===== src/hw/rtl/xkbs_pkg.sv =====
// shared types, constants and the hex decode function of the key byte scorer
package xkbs_pkg;

    localparam int MAX_PERIOD  = 16;
    localparam int SCORE_BITS  = 20;
    localparam int PERIOD_W    = $clog2(MAX_PERIOD + 1);
    localparam int PHASE_W     = $clog2(MAX_PERIOD);
    localparam int CHAR_W      = 8;
    localparam int KEY_W       = 8;
    localparam int KEY_POS_W   = 4;
    localparam int BYTE_W      = CHAR_W + 4;
    localparam int WEIGHT_W    = 4;
    localparam int CFG_IDX_W   = 2;
    localparam int CFG_DATA_W  = 8;

    localparam logic [SCORE_BITS-1:0] SCORE_MAX = {SCORE_BITS{1'b1}};

    localparam logic [WEIGHT_W-1:0] W_LOWER = 4'd10;
    localparam logic [WEIGHT_W-1:0] W_UPPER = 4'd1;
    localparam logic [WEIGHT_W-1:0] W_SPACE = 4'd7;
    localparam logic [WEIGHT_W-1:0] W_NONE  = 4'd0;

    localparam logic [CHAR_W-1:0] CH_0     = 8'd48;
    localparam logic [CHAR_W-1:0] CH_9     = 8'd57;
    localparam logic [CHAR_W-1:0] CH_LO_A  = 8'd97;
    localparam logic [CHAR_W-1:0] CH_LO_F  = 8'd102;
    localparam logic [CHAR_W-1:0] CH_LO_Z  = 8'd122;
    localparam logic [CHAR_W-1:0] CH_UP_A  = 8'd65;
    localparam logic [CHAR_W-1:0] CH_UP_F  = 8'd70;
    localparam logic [CHAR_W-1:0] CH_UP_Z  = 8'd90;
    localparam logic [CHAR_W-1:0] CH_SPACE = 8'd32;
    localparam logic [CHAR_W-1:0] CH_TAB   = 8'd9;
    localparam logic [CHAR_W-1:0] CH_CR    = 8'd13;
    localparam logic [CHAR_W-1:0] CH_COMMA = 8'd44;
    localparam logic [CHAR_W-1:0] CH_DOT   = 8'd46;
    localparam logic [CHAR_W-1:0] OFS_LO   = 8'd87;
    localparam logic [CHAR_W-1:0] OFS_UP   = 8'd55;

    typedef enum logic [CFG_IDX_W-1:0] {
        CFG_CAND_KEY   = 2'd0,
        CFG_KEY_POS    = 2'd1,
        CFG_KEY_PERIOD = 2'd2
    } t_cfg_idx;

    typedef struct packed {
        logic [KEY_W-1:0]     cand_key;
        logic [KEY_POS_W-1:0] key_pos;
        logic [PERIOD_W-1:0]  period;
    } t_cfg;

    typedef struct packed {
        logic [WEIGHT_W-1:0] add;
        logic                ok;
    } t_class;

    // hex digit to value, anything else passes its own code
    function automatic logic [CHAR_W-1:0] decode_char(input logic [CHAR_W-1:0] ch);
        logic [CHAR_W-1:0] res;
        begin
            if (ch >= CH_0 && ch <= CH_9) begin
                res = ch - CH_0;
            end else if (ch >= CH_LO_A && ch <= CH_LO_F) begin
                res = ch - OFS_LO;
            end else if (ch >= CH_UP_A && ch <= CH_UP_F) begin
                res = ch - OFS_UP;
            end else begin
                res = ch;
            end
            return res;
        end
    endfunction

endpackage


===== src/hw/rtl/xkbs_cfg.sv =====
// configuration registers and effective key period
module xkbs_cfg (
    input  logic                            i_clk,
    input  logic                            i_rst_n,
    input  logic                            i_cfg_valid,
    output logic                            o_cfg_ready,
    input  logic [xkbs_pkg::CFG_IDX_W-1:0]  i_cfg_index,
    input  logic [xkbs_pkg::CFG_DATA_W-1:0] i_cfg_data,
    output xkbs_pkg::t_cfg                  o_cfg
);

    logic [xkbs_pkg::KEY_W-1:0]     r_cand_key;
    logic [xkbs_pkg::KEY_POS_W-1:0] r_key_pos;
    logic [xkbs_pkg::PERIOD_W-1:0]  r_key_period;
    logic [xkbs_pkg::PERIOD_W-1:0]  eff_period;

    assign o_cfg_ready = 1'b1;

    always_ff @(posedge i_clk) begin
        if (!i_rst_n) begin
            r_cand_key   <= '0;
            r_key_pos    <= '0;
            r_key_period <= xkbs_pkg::PERIOD_W'(1);
        end else if (i_cfg_valid) begin
            case (xkbs_pkg::t_cfg_idx'(i_cfg_index))
                xkbs_pkg::CFG_CAND_KEY: begin
                    r_cand_key <= i_cfg_data[xkbs_pkg::KEY_W-1:0];
                end
                xkbs_pkg::CFG_KEY_POS: begin
                    r_key_pos <= i_cfg_data[xkbs_pkg::KEY_POS_W-1:0];
                end
                xkbs_pkg::CFG_KEY_PERIOD: begin
                    r_key_period <= i_cfg_data[xkbs_pkg::PERIOD_W-1:0];
                end
                default: begin
                end
            endcase
        end
    end

    // zero acts as one, anything above the maximum acts as the maximum
    always_comb begin
        if (r_key_period == '0) begin
            eff_period = xkbs_pkg::PERIOD_W'(1);
        end else if (r_key_period > xkbs_pkg::PERIOD_W'(xkbs_pkg::MAX_PERIOD)) begin
            eff_period = xkbs_pkg::PERIOD_W'(xkbs_pkg::MAX_PERIOD);
        end else begin
            eff_period = r_key_period;
        end
    end

    assign o_cfg.cand_key = r_cand_key;
    assign o_cfg.key_pos  = r_key_pos;
    assign o_cfg.period   = eff_period;

endmodule


===== src/hw/rtl/xkbs_classify.sv =====
// byte assembly, key xor and character class weight
module xkbs_classify (
    input  logic [xkbs_pkg::CHAR_W-1:0] i_first,
    input  logic [xkbs_pkg::CHAR_W-1:0] i_second,
    input  logic [xkbs_pkg::KEY_W-1:0]  i_key,
    output xkbs_pkg::t_class            o_class
);

    logic [xkbs_pkg::BYTE_W-1:0] pair;
    logic [xkbs_pkg::BYTE_W-1:0] plain;
    logic [xkbs_pkg::CHAR_W-1:0] low;

    // non-hex first nibbles reach into the upper bits
    assign pair  = {i_first, 4'b0000} | {4'b0000, i_second};
    assign plain = pair ^ {4'b0000, i_key};
    assign low   = plain[xkbs_pkg::CHAR_W-1:0];

    always_comb begin
        o_class.add = xkbs_pkg::W_NONE;
        o_class.ok  = 1'b1;
        if (plain[xkbs_pkg::BYTE_W-1:7] != '0) begin
            o_class.ok = 1'b0;
        end else if (low >= xkbs_pkg::CH_LO_A && low <= xkbs_pkg::CH_LO_Z) begin
            o_class.add = xkbs_pkg::W_LOWER;
        end else if (low >= xkbs_pkg::CH_UP_A && low <= xkbs_pkg::CH_UP_Z) begin
            o_class.add = xkbs_pkg::W_UPPER;
        end else if (low == xkbs_pkg::CH_SPACE
                     || (low >= xkbs_pkg::CH_TAB && low <= xkbs_pkg::CH_CR)) begin
            o_class.add = xkbs_pkg::W_SPACE;
        end else if (low != xkbs_pkg::CH_COMMA && low != xkbs_pkg::CH_DOT) begin
            o_class.ok = 1'b0;
        end
    end

endmodule


===== src/hw/rtl/xor_key_byte_scorer_core.sv =====
// Scores one candidate key byte against a stream of hex ciphertext characters.
// Throughput is one character per cycle: a character is captured in an input
// register, and in the next cycle one pass of logic decodes it, pairs it with the
// pending nibble, xors the byte with the key and adds its weight to the running
// score, whose read-modify-write is the loop that sets the rate. The last character
// passes the input register, then the output register, before its result is valid.
// The output register holds the result while the next stream is already taken in;
// a stream's last character waits in the input register only while an earlier
// result is still stalled. Configuration writes are always ready and registered.
module xor_key_byte_scorer_core (
    input  logic                              i_clk,
    input  logic                              i_rst_n,
    input  logic                              i_in_valid,
    output logic                              o_in_stall,
    input  logic [xkbs_pkg::CHAR_W-1:0]       i_text_char,
    input  logic                              i_last,
    output logic                              o_out_valid,
    input  logic                              i_out_stall,
    output logic [xkbs_pkg::SCORE_BITS-1:0]   o_score,
    output logic                              o_rejected,
    input  logic                              i_cfg_valid,
    output logic                              o_cfg_ready,
    input  logic [xkbs_pkg::CFG_IDX_W-1:0]    i_cfg_index,
    input  logic [xkbs_pkg::CFG_DATA_W-1:0]   i_cfg_data
);

    xkbs_pkg::t_cfg   cfg;
    xkbs_pkg::t_class cls;

    logic                              r_in_valid;
    logic [xkbs_pkg::CHAR_W-1:0]       r_in_char;
    logic                              r_in_last;

    logic [xkbs_pkg::CHAR_W-1:0]       r_first;
    logic                              r_have_first;
    logic [xkbs_pkg::PHASE_W-1:0]      r_phase;
    logic [xkbs_pkg::SCORE_BITS-1:0]   r_score;
    logic                              r_reject;

    logic [xkbs_pkg::CHAR_W-1:0]       n_first;
    logic                              n_have_first;
    logic [xkbs_pkg::PHASE_W-1:0]      n_phase;
    logic [xkbs_pkg::SCORE_BITS-1:0]   n_score;
    logic                              n_reject;

    logic                              r_out_valid;
    logic [xkbs_pkg::SCORE_BITS-1:0]   r_out_score;
    logic                              r_out_rejected;

    logic                              advance;
    logic                              in_accept;
    logic                              scoring;
    logic [xkbs_pkg::CHAR_W-1:0]       nib;
    logic [xkbs_pkg::PERIOD_W-1:0]     phase_inc;
    logic [xkbs_pkg::SCORE_BITS:0]     score_sum;

    xkbs_cfg u_cfg (
        .i_clk       (i_clk),
        .i_rst_n     (i_rst_n),
        .i_cfg_valid (i_cfg_valid),
        .o_cfg_ready (o_cfg_ready),
        .i_cfg_index (i_cfg_index),
        .i_cfg_data  (i_cfg_data),
        .o_cfg       (cfg)
    );

    assign nib = xkbs_pkg::decode_char(r_in_char);

    xkbs_classify u_classify (
        .i_first  (r_first),
        .i_second (nib),
        .i_key    (cfg.cand_key),
        .o_class  (cls)
    );

    // a last item may only move on once the output register is free
    assign advance    = r_in_valid && !(r_in_last && r_out_valid && i_out_stall);
    assign o_in_stall = r_in_valid && !advance;
    assign in_accept  = i_in_valid && !o_in_stall;

    assign scoring   = r_have_first && (r_phase == cfg.key_pos);
    assign phase_inc = {1'b0, r_phase} + xkbs_pkg::PERIOD_W'(1);
    assign score_sum = {1'b0, r_score} + (xkbs_pkg::SCORE_BITS + 1)'(cls.add);

    always_comb begin
        n_first      = r_first;
        n_have_first = r_have_first;
        n_phase      = r_phase;
        n_score      = r_score;
        n_reject     = r_reject;
        if (!r_have_first) begin
            n_first      = nib;
            n_have_first = 1'b1;
        end else begin
            n_have_first = 1'b0;
            if (scoring) begin
                n_score  = score_sum[xkbs_pkg::SCORE_BITS] ? xkbs_pkg::SCORE_MAX
                                                           : score_sum[xkbs_pkg::SCORE_BITS-1:0];
                n_reject = r_reject || !cls.ok;
            end
            n_phase = (phase_inc >= cfg.period) ? '0 : phase_inc[xkbs_pkg::PHASE_W-1:0];
        end
    end

    always_ff @(posedge i_clk) begin
        if (!i_rst_n) begin
            r_in_valid <= 1'b0;
        end else if (in_accept) begin
            r_in_valid <= 1'b1;
        end else if (advance) begin
            r_in_valid <= 1'b0;
        end
    end

    always_ff @(posedge i_clk) begin
        if (in_accept) begin
            r_in_char <= i_text_char;
            r_in_last <= i_last;
        end
    end

    always_ff @(posedge i_clk) begin
        if (!i_rst_n) begin
            r_first      <= '0;
            r_have_first <= 1'b0;
            r_phase      <= '0;
            r_score      <= '0;
            r_reject     <= 1'b0;
        end else if (advance) begin
            if (r_in_last) begin
                r_first      <= '0;
                r_have_first <= 1'b0;
                r_phase      <= '0;
                r_score      <= '0;
                r_reject     <= 1'b0;
            end else begin
                r_first      <= n_first;
                r_have_first <= n_have_first;
                r_phase      <= n_phase;
                r_score      <= n_score;
                r_reject     <= n_reject;
            end
        end
    end

    always_ff @(posedge i_clk) begin
        if (!i_rst_n) begin
            r_out_valid <= 1'b0;
        end else if (advance && r_in_last) begin
            r_out_valid <= 1'b1;
        end else if (!i_out_stall) begin
            r_out_valid <= 1'b0;
        end
    end

    // a rejected stream reports a zero score
    always_ff @(posedge i_clk) begin
        if (advance && r_in_last) begin
            r_out_score    <= n_reject ? '0 : n_score;
            r_out_rejected <= n_reject;
        end
    end

    assign o_out_valid = r_out_valid;
    assign o_score     = r_out_score;
    assign o_rejected  = r_out_rejected;

`ifndef ASSERT_OFF
    a_reject_zero_score: assert property (@(posedge i_clk) disable iff (!i_rst_n)
        o_out_valid && o_rejected |-> o_score == '0)
        else $error("rejected result carries a nonzero score");

    a_last_gives_result: assert property (@(posedge i_clk) disable iff (!i_rst_n)
        advance && r_in_last |=> o_out_valid)
        else $error("last item did not produce a result");

    a_last_clears_stream: assert property (@(posedge i_clk) disable iff (!i_rst_n)
        advance && r_in_last |=> r_phase == '0 && !r_have_first && r_score == '0
                                 && !r_reject)
        else $error("stream state not cleared after last item");

    a_pair_toggle: assert property (@(posedge i_clk) disable iff (!i_rst_n)
        advance && !r_in_last |=> r_have_first != $past(r_have_first))
        else $error("pending nibble flag did not toggle");
`endif

endmodule


===== config.mk =====
export PLATFORM = sky130hd
export DESIGN_NAME = xor_key_byte_scorer_core
export DESIGN_NICKNAME = d
export VERILOG_FILES = /design/src/hw/rtl/xkbs_pkg.sv /design/src/hw/rtl/xkbs_cfg.sv /design/src/hw/rtl/xkbs_classify.sv /design/src/hw/rtl/xor_key_byte_scorer_core.sv
export SDC_FILE = /design/constraint.sdc
export NUM_CORES = 1
export LEC_CHECK = 0
export BUFFER_PORTS_ARGS = -buffer_cell sky130_fd_sc_hd__buf_2
export CAP_MARGIN = 20
export CORE_MARGIN = 5
export CORE_UTILIZATION = 50
export CTS_BUF_LIST = sky130_fd_sc_hd__clkbuf_2 sky130_fd_sc_hd__clkbuf_4 sky130_fd_sc_hd__clkbuf_8
export DETAILED_ROUTE_END_ITERATION = 6
export PLACE_DENSITY = 0.74
export SETUP_SLACK_MARGIN = 0.15
export SYNTH_ARGS = -nofsm -noshare
export SYNTH_HDL_FRONTEND = slang
export SYNTH_SLANG_ARGS = --single-unit
export TNS_END_PERCENT = 5

===== constraint.sdc =====
create_clock -name i_clk -period 7.57 [get_ports i_clk]
set_input_delay 0.3785 -clock i_clk [delete_from_list [all_inputs] [get_ports i_clk]]
set_output_delay 0.3785 -clock i_clk [all_outputs]
set_load 0.02 [all_outputs]

* Yosys cells after proc, flatten, opt, wreduce, memory -nomap -nowiden
Cells that the tools add are included.
** Word-level totals
- Word-level logic and storage cells :: 105
- Output and inout bits :: 24
- Bits of input ports :: 24
- Bits in registers :: 83
** Cells by class
- Reductions and logical operators :: 30
- Equal/unequal tests :: 8
- Bitwise operators :: 2
- Multiplexer cells :: 32
- $add $sub $neg :: 5
- $lt $le $gt $ge :: 14
** Operator list (count)
- 20-bit two-way mux :: 4
- 8-bit two-way mux :: 5
- 8-bit by 7-bit >= comparator with 1-bit output, second input constant :: 4
- 8-bit by 7-bit <= comparator with 1-bit output, second input constant :: 4
- 4-bit two-way mux :: 6
- 20-bit by 4-bit adder with 21-bit output :: 1
- 8-bit by 6-bit inequality test with 1-bit output, second input constant :: 2
- 8-bit by 6-bit subtractor with 8-bit output, second input constant :: 2
- 1-bit logical AND :: 14
- 1-bit two-way mux :: 14
- 12-bit by 8-bit bitwise OR with 12-bit output :: 1
- 12-bit by 8-bit bitwise XOR with 12-bit output :: 1
- 5-bit two-way mux :: 2
- 2-bit AND reduction :: 5
- 8-bit by 6-bit equality test with 1-bit output, second input constant :: 1
- 8-bit by 4-bit >= comparator with 1-bit output, second input constant :: 1
- 8-bit by 6-bit >= comparator with 1-bit output, second input constant :: 1
- 8-bit by 4-bit <= comparator with 1-bit output, second input constant :: 1
- 8-bit by 6-bit <= comparator with 1-bit output, second input constant :: 1
- 8-bit by 7-bit subtractor with 8-bit output, second input constant :: 1
- 4-bit by 1-bit adder with 5-bit output, second input constant :: 1
- 5-bit >= comparator :: 1
- 5-bit > comparator, second input constant :: 1
- 5-bit zero test :: 1
- 11 further kinds :: 16

* Depth between registers and ports, before layout
- Depth after elaboration :: 19
- Mapped depth :: 24
- Mapped depth without buffers :: 23

* By module
Synthesis repeated with hierarchy kept, for this count alone.
** Unflattened totals
- Cells, all modules :: 495
- Area total of the unflattened synthesis :: 4815.9 sq um
** Modules (own cells, without submodules)
- xor_key_byte_scorer_core :: instances 1, area an instance 3843.7 sq um, seq. area each 1621.6 sq um, cells each 380
- xkbs_cfg :: instances 1, area an instance 728.2 sq um, seq. area each 340.3 sq um, cells each 76
- xkbs_classify :: instances 1, area an instance 244.0 sq um, seq. area each 0.0 sq um, cells each 39

* Worst setup path before layout
Ideal clock, no wire load.
- Path type :: reg2reg
- Start point :: register r_in_char[4] (netlist bit)
- End point :: register r_score[9] (netlist bit)
- Library setup time :: 0.119 ns
- Cell stages (with the launch flop) :: 22
- Data required time :: 7.451 ns
- Clock period less this slack :: 5.318 ns
- Arrival :: 5.200 ns
- Setup slack :: 2.252 ns
- Buffers on the path :: 2
- Cells stage by stage :: edfxtp_1 ha_1 a211o_1 a2111o_1 or3_4 a211oi_2 and4b_4 nand2_1 o32ai_1 o211a_1 nor2b_1 or2_2 fa_1 a21o_1 a21o_1 and4_1 clkbuf_1 nand2_1 or2_1 clkbuf_1 a41oi_1 o221a_2
** On the way
- Cells in the longest elaborated chain, start to end :: 19
- Elaborated cells on any way between the ends :: 38
- Classes of those cells :: add/sub: 4; order compare: 12; eq/ne: 1; mux: 11; bitwise: 2; reduce/logical: 8
** RTL lines
- from (decl) :: RTL line xor_key_byte_scorer_core.sv:31 : logic [xkbs_pkg::CHAR_W-1:0] r_in_char;
- from (signal assigned) :: RTL line xor_key_byte_scorer_core.sv:117 : r_in_char <= i_text_char;
- 8-bit by 7-bit >= comparator with 1-bit output / 8-bit by 7-bit <= comparator with 1-bit output (equally long branches) :: RTL line xkbs_pkg.sv:64 : end else if (ch >= CH_UP_A && ch <= CH_UP_F) begin
- 1-bit logical AND :: RTL line xkbs_pkg.sv:64
- 8-bit two-way mux :: RTL line xkbs_pkg.sv:64
- 8-bit two-way mux :: RTL line xkbs_pkg.sv:62 : end else if (ch >= CH_LO_A && ch <= CH_LO_F) begin
- 8-bit two-way mux (*) :: RTL line xkbs_pkg.sv:60 : if (ch >= CH_0 && ch <= CH_9) begin
- 12-bit by 8-bit bitwise OR with 12-bit output (*) :: RTL line xkbs_classify.sv:14 : assign pair = {i_first, 4'b0000} | {4'b0000, i_second};
- 12-bit by 8-bit bitwise XOR with 12-bit output (*) :: RTL line xkbs_classify.sv:15 : assign plain = pair ^ {4'b0000, i_key};
- 8-bit by 4-bit >= comparator with 1-bit output / 8-bit by 4-bit <= comparator with 1-bit output (equally long branches) :: RTL line xkbs_classify.sv:28 : || (low >= xkbs_pkg::CH_TAB && low <= xkbs_pkg::CH_CR)) begin
- (+3 left out)
- 4-bit two-way mux :: RTL line xkbs_classify.sv:25 : end else if (low >= xkbs_pkg::CH_UP_A && low <= xkbs_pkg::CH_UP_Z) begin
- 4-bit two-way mux :: RTL line xkbs_classify.sv:23 : end else if (low >= xkbs_pkg::CH_LO_A && low <= xkbs_pkg::CH_LO_Z) begin
- 4-bit two-way mux (*) :: RTL line xkbs_classify.sv:21 : if (plain[xkbs_pkg::BYTE_W-1:7] != '0) begin
- 20-bit by 4-bit adder with 21-bit output (*) :: RTL line xor_key_byte_scorer_core.sv:83 : assign score_sum = {1'b0, r_score} + (xkbs_pkg::SCORE_BITS + 1)'(cls.add);
- 20-bit two-way mux (*) :: RTL line xor_key_byte_scorer_core.sv:97 : n_score = score_sum[xkbs_pkg::SCORE_BITS] ? xkbs_pkg::SCORE_MAX
- 20-bit two-way mux (*) :: RTL line xor_key_byte_scorer_core.sv:96 : if (scoring) begin
- 20-bit two-way mux (*) :: RTL line xor_key_byte_scorer_core.sv:91 : if (!r_have_first) begin
- 20-bit two-way mux (*) :: RTL line xor_key_byte_scorer_core.sv:130 : if (r_in_last) begin
- to (signal assigned) :: RTL line xor_key_byte_scorer_core.sv:140 : r_score <= n_score;
- to (decl) :: RTL line xor_key_byte_scorer_core.sv:37 : logic [xkbs_pkg::SCORE_BITS-1:0] r_score;
Mark *: on every way between the ends. The rest lies on a longest branch, timed or not.
A chain may end at the register's enable or synchronous reset.

* Final worst setup path
- Start point :: register r_in_char[4] (netlist bit)
- End point :: register r_score[12] (netlist bit)
Same word-level chain as after synthesis.

==> results_dict.tcl <==
set metrics [dict create \
    drv_cap 0 \
    grt_start_max_net_pins 54 \
    cp.required_ns 7.82 \
    synthArstFlopShare_pct 0 \
    rr_worst_depth 21 \
    drt_wl_total_um 10300 \
    syn_area_per_cell_sq_um 9.42 \
    dieArea_sq_um 11500 \
    hold_ws_ns 0.202 \
    slew-limit-headroom_pct 29.6 \
    vias 3811 \
    fin_nets 585 \
    synth.distinct_cells 69 \
    final_cell_count_no_fill 675 \
    drc_errors 0 \
    comb_power_share_pct 11.2 \
    grt_pass1_vias 3660 \
    p_sw_mw 0.233 \
    cts_buffers 9 \
    yosysTopAreaCell "dfxtp_1" \
    io_buffer_count 46 \
    finalHoldViolations 0 \
    finalCritPeriodShare_pct 80.4 \
    drive_above_1_share_pct 15.9 \
    period_needed_ns 6.09 \
    internal_power_mw 0.633 \
    viasPerCell 5.65 \
    ir_drop_uv 112 \
    critPathArrivalTime_ns 6.34 \
    finalSetupViolCount 0 \
    antenna-diode-count 0 \
    gp_congestion 0.895 \
    grt_usage_pct 18.4 \
    clockBufferDepth 2 \
    dp_hpwl_um 7390 \
    post-cts-setup-buffers 0 \
    power_frac_seq_pct 55.8 \
    cts.sinks 83 \
    synth-main-ff-cell "dfxtp_1" \
    synth_edf_count 30 \
    antenna_found_initial 0 \
    cts-hold-fix-buffers 0 \
    first_pass_iters 4 \
    clk_root_buffer_cell "clkbuf_8" \
    synth_seq_area_share_pct 41.4 \
    core-area_sq_um 9240 \
    final.fill_count 824 \
    rsz0062_at_grt "false" \
    p_per_area_nw_per_um2 166 \
    wl_per_cell_um 15.3 \
    area_growth_pct 10.0 \
    clockPowerShare_pct 33.0 \
    drt_iter0_markers 227 \
    gr-total-overflow 0 \
    fin_worst_skew_ns 0.0111 \
    grt_pass1_wl_um 17200 \
    register_area_sq_um 1960 \
    power_leakage_nw 2.18 \
    worstSkewPairLatency_ns 0.35 \
    crit_path_max_fanout 22 \
    die_h_um 107 \
    ys_seq_elements 83 \
    num_rows 35 \
    hold_class "in -> reg" \
    yosys_warnings 0 \
    status "complete, no violations" \
    syn-cell-area_sq_um 4740 \
    tightest_slew_ns 1.06 \
    slew_viol_final 0 \
    syn-num-nets 547 \
    yosysTopAreaCellShare_pct 22.4 \
    io_pins 48 \
    swShare_pct 26.9 \
    ys_top_cells_by_area "dfxtp_1, edfxtp_1, ha_1" \
    crit_path_end_kind "flop" \
    die-width_um 107 \
    postRouteAntennaNets 0 \
    max_freq_mhz 164 \
    cts-htree-levels 3 \
    syn_inst 503 \
    worst-setup-path-type "reg -> reg" \
    start_kind "flop" \
    fin_setup_tns_ns 0 \
    cts_tree "built" \
    ctsResizeCount 0 \
    path_clk_slew_ns 0.08 \
    placed_cells 659 \
    hold_depth 1 \
    floorplan.initialDensity_pct 51.3 \
    multi_input_area_sq_um 2610 \
]
[sequential cells by signal (all words and copies together), names as in the netlist, 4 cells and up]
signal and count:
u_cfg.r_key_period 5, o_score 20, r_in_char 8, r_phase 4
u_cfg.r_key_pos 4, r_score 20, r_first 8, u_cfg.r_cand_key 8
[critical path, stage by stage, from the launching register on]
cell,delay (ns)
edfxtp_1,0.53
ha_1,0.31
a211o_1,0.28
a2111o_1,0.44
o31a_2,0.22
mux2i_1,0.18
xnor2_1,0.37
a21boi_0,0.17
nor3b_1,0.30
nor3_1,0.10
nor3b_1,0.17
or2_2,0.33
fa_1,0.43
a21o_1,0.20
a21o_1,0.20
and4_1,0.29
nand2_1,0.23
or2_1,0.60
nand2_1,0.16
nor2_1,0.19
o21ai_0,0.09
and3b_1,0.20
[layer usage]
layer  track usage [%]  vias to the layer above  routed length [um]
met5                 0                        -                   0
met2              30.4                      134                4830
met1              23.7                     1755                4700
li1                  -                     1908                   -
met3              4.02                       14                 605
met4              6.49                        0                 185
[area by class of cell]
type | count | share of cell area, %
tap | 129 | 3.10
timing repair buffer | 48 | 4.70
sequential | 83 | 37.6
clock inverter | 6 | 0.768
inverter | 17 | 1.22
multi-input combinational | 382 | 50.1
clock buffer | 10 | 2.52
[kinds of logic (layout without fill, tap and decap cells)]
family,after synthesis,after routing,share of synthesized area [%]
AND/OR/NAND/NOR,179,179,20.9
flip-flops,83,83,41.4
buffers and inverters,38,81,3.51
AO/OA/AOI/OAI,136,136,19.2
multiplexers,20,20,4.22
XOR/XNOR,26,26,5.25
other,1,1,0.0791
adder cells (fa/ha/maj),20,20,5.44
[Yosys cell counts, drive strengths merged, types with 7 or more instances]
cell,count
nor3,12
and3,7
a21oi,45
and2,11
o221a,8
a31oi,7
mux2i,20
xnor2,16
nor2,30
edfxtp,30
clkbuf,15
nor2b,32
nand3,12
ha,19
xor2,9
nand2,37
o21a,7
o21ai,26
dfxtp,53
inv,17
[path summary, 6_finish.rpt]
kind	from	endpoint	slack (ns)
max	r_in_char[4]$_DFFE_PP_	r_score[12]$_SDFFE_PN0P_	1.48
min	i_text_char[3]	r_in_char[3]$_DFFE_PP_	0.20
max reg2reg	r_in_char[4]$_DFFE_PP_	r_score[12]$_SDFFE_PN0P_	1.48
min reg2reg	u_cfg.r_key_period[0]$_SDFFE_PN1P_	u_cfg.r_key_period[0]$_SDFFE_PN1P_	0.49
[metrics by stage]
stage	total power, mW	worst slack [ns]	util [%]	cell area (sq um)
after floorplan	0.564	2.25	-	4740
after global placement	0.587	1.78	54.6	5040
after detailed placement	0.589	1.61	54.6	5040
after CTS	0.872	1.58	56.4	5220
after global routing	0.909	1.15	56.4	5220
final	0.866	1.48	56.4	5220
[layout by cell type, fill, tap and decap left out, types with 3 or more instances in the layout]
cell	n
dfxtp_1	53
buf_2	46
a21oi_1	45
nand2_1	37
nor2b_1	31
nor2_1	30
edfxtp_1	30
o21ai_0	25
mux2i_1	20
ha_1	19
inv_1	17
xnor2_1	15
nand3_1	12
and2_1	11
nor3_1	9
xor2_1	9
clkbuf_8	9
o221a_2	8
and3_1	7
o21a_1	7
a31oi_1	7
a21o_1	6
a22oi_1	6
o22ai_1	5
nor3b_1	5
nand3b_1	5
nand2b_1	4
nor4b_1	3
nor4_1	3
a211oi_1	3
a21boi_0	3
o211a_1	3
and3b_1	3
nor3_2	3
clkinv_2	3
[power by group through the flow]
stage / Combinational [mW] / Sequential [mW] / Clock, mW
after floorplan: 0.0739 / 0.490 / 0
after global placement: 0.0934 / 0.493 / 0
after detailed placement: 0.0957 / 0.493 / 0
after CTS: 0.0965 / 0.483 / 0.292
after global routing: 0.108 / 0.485 / 0.316
final: 0.0968 / 0.483 / 0.286
No activity file was read; power rests on OpenSTA's default activity.
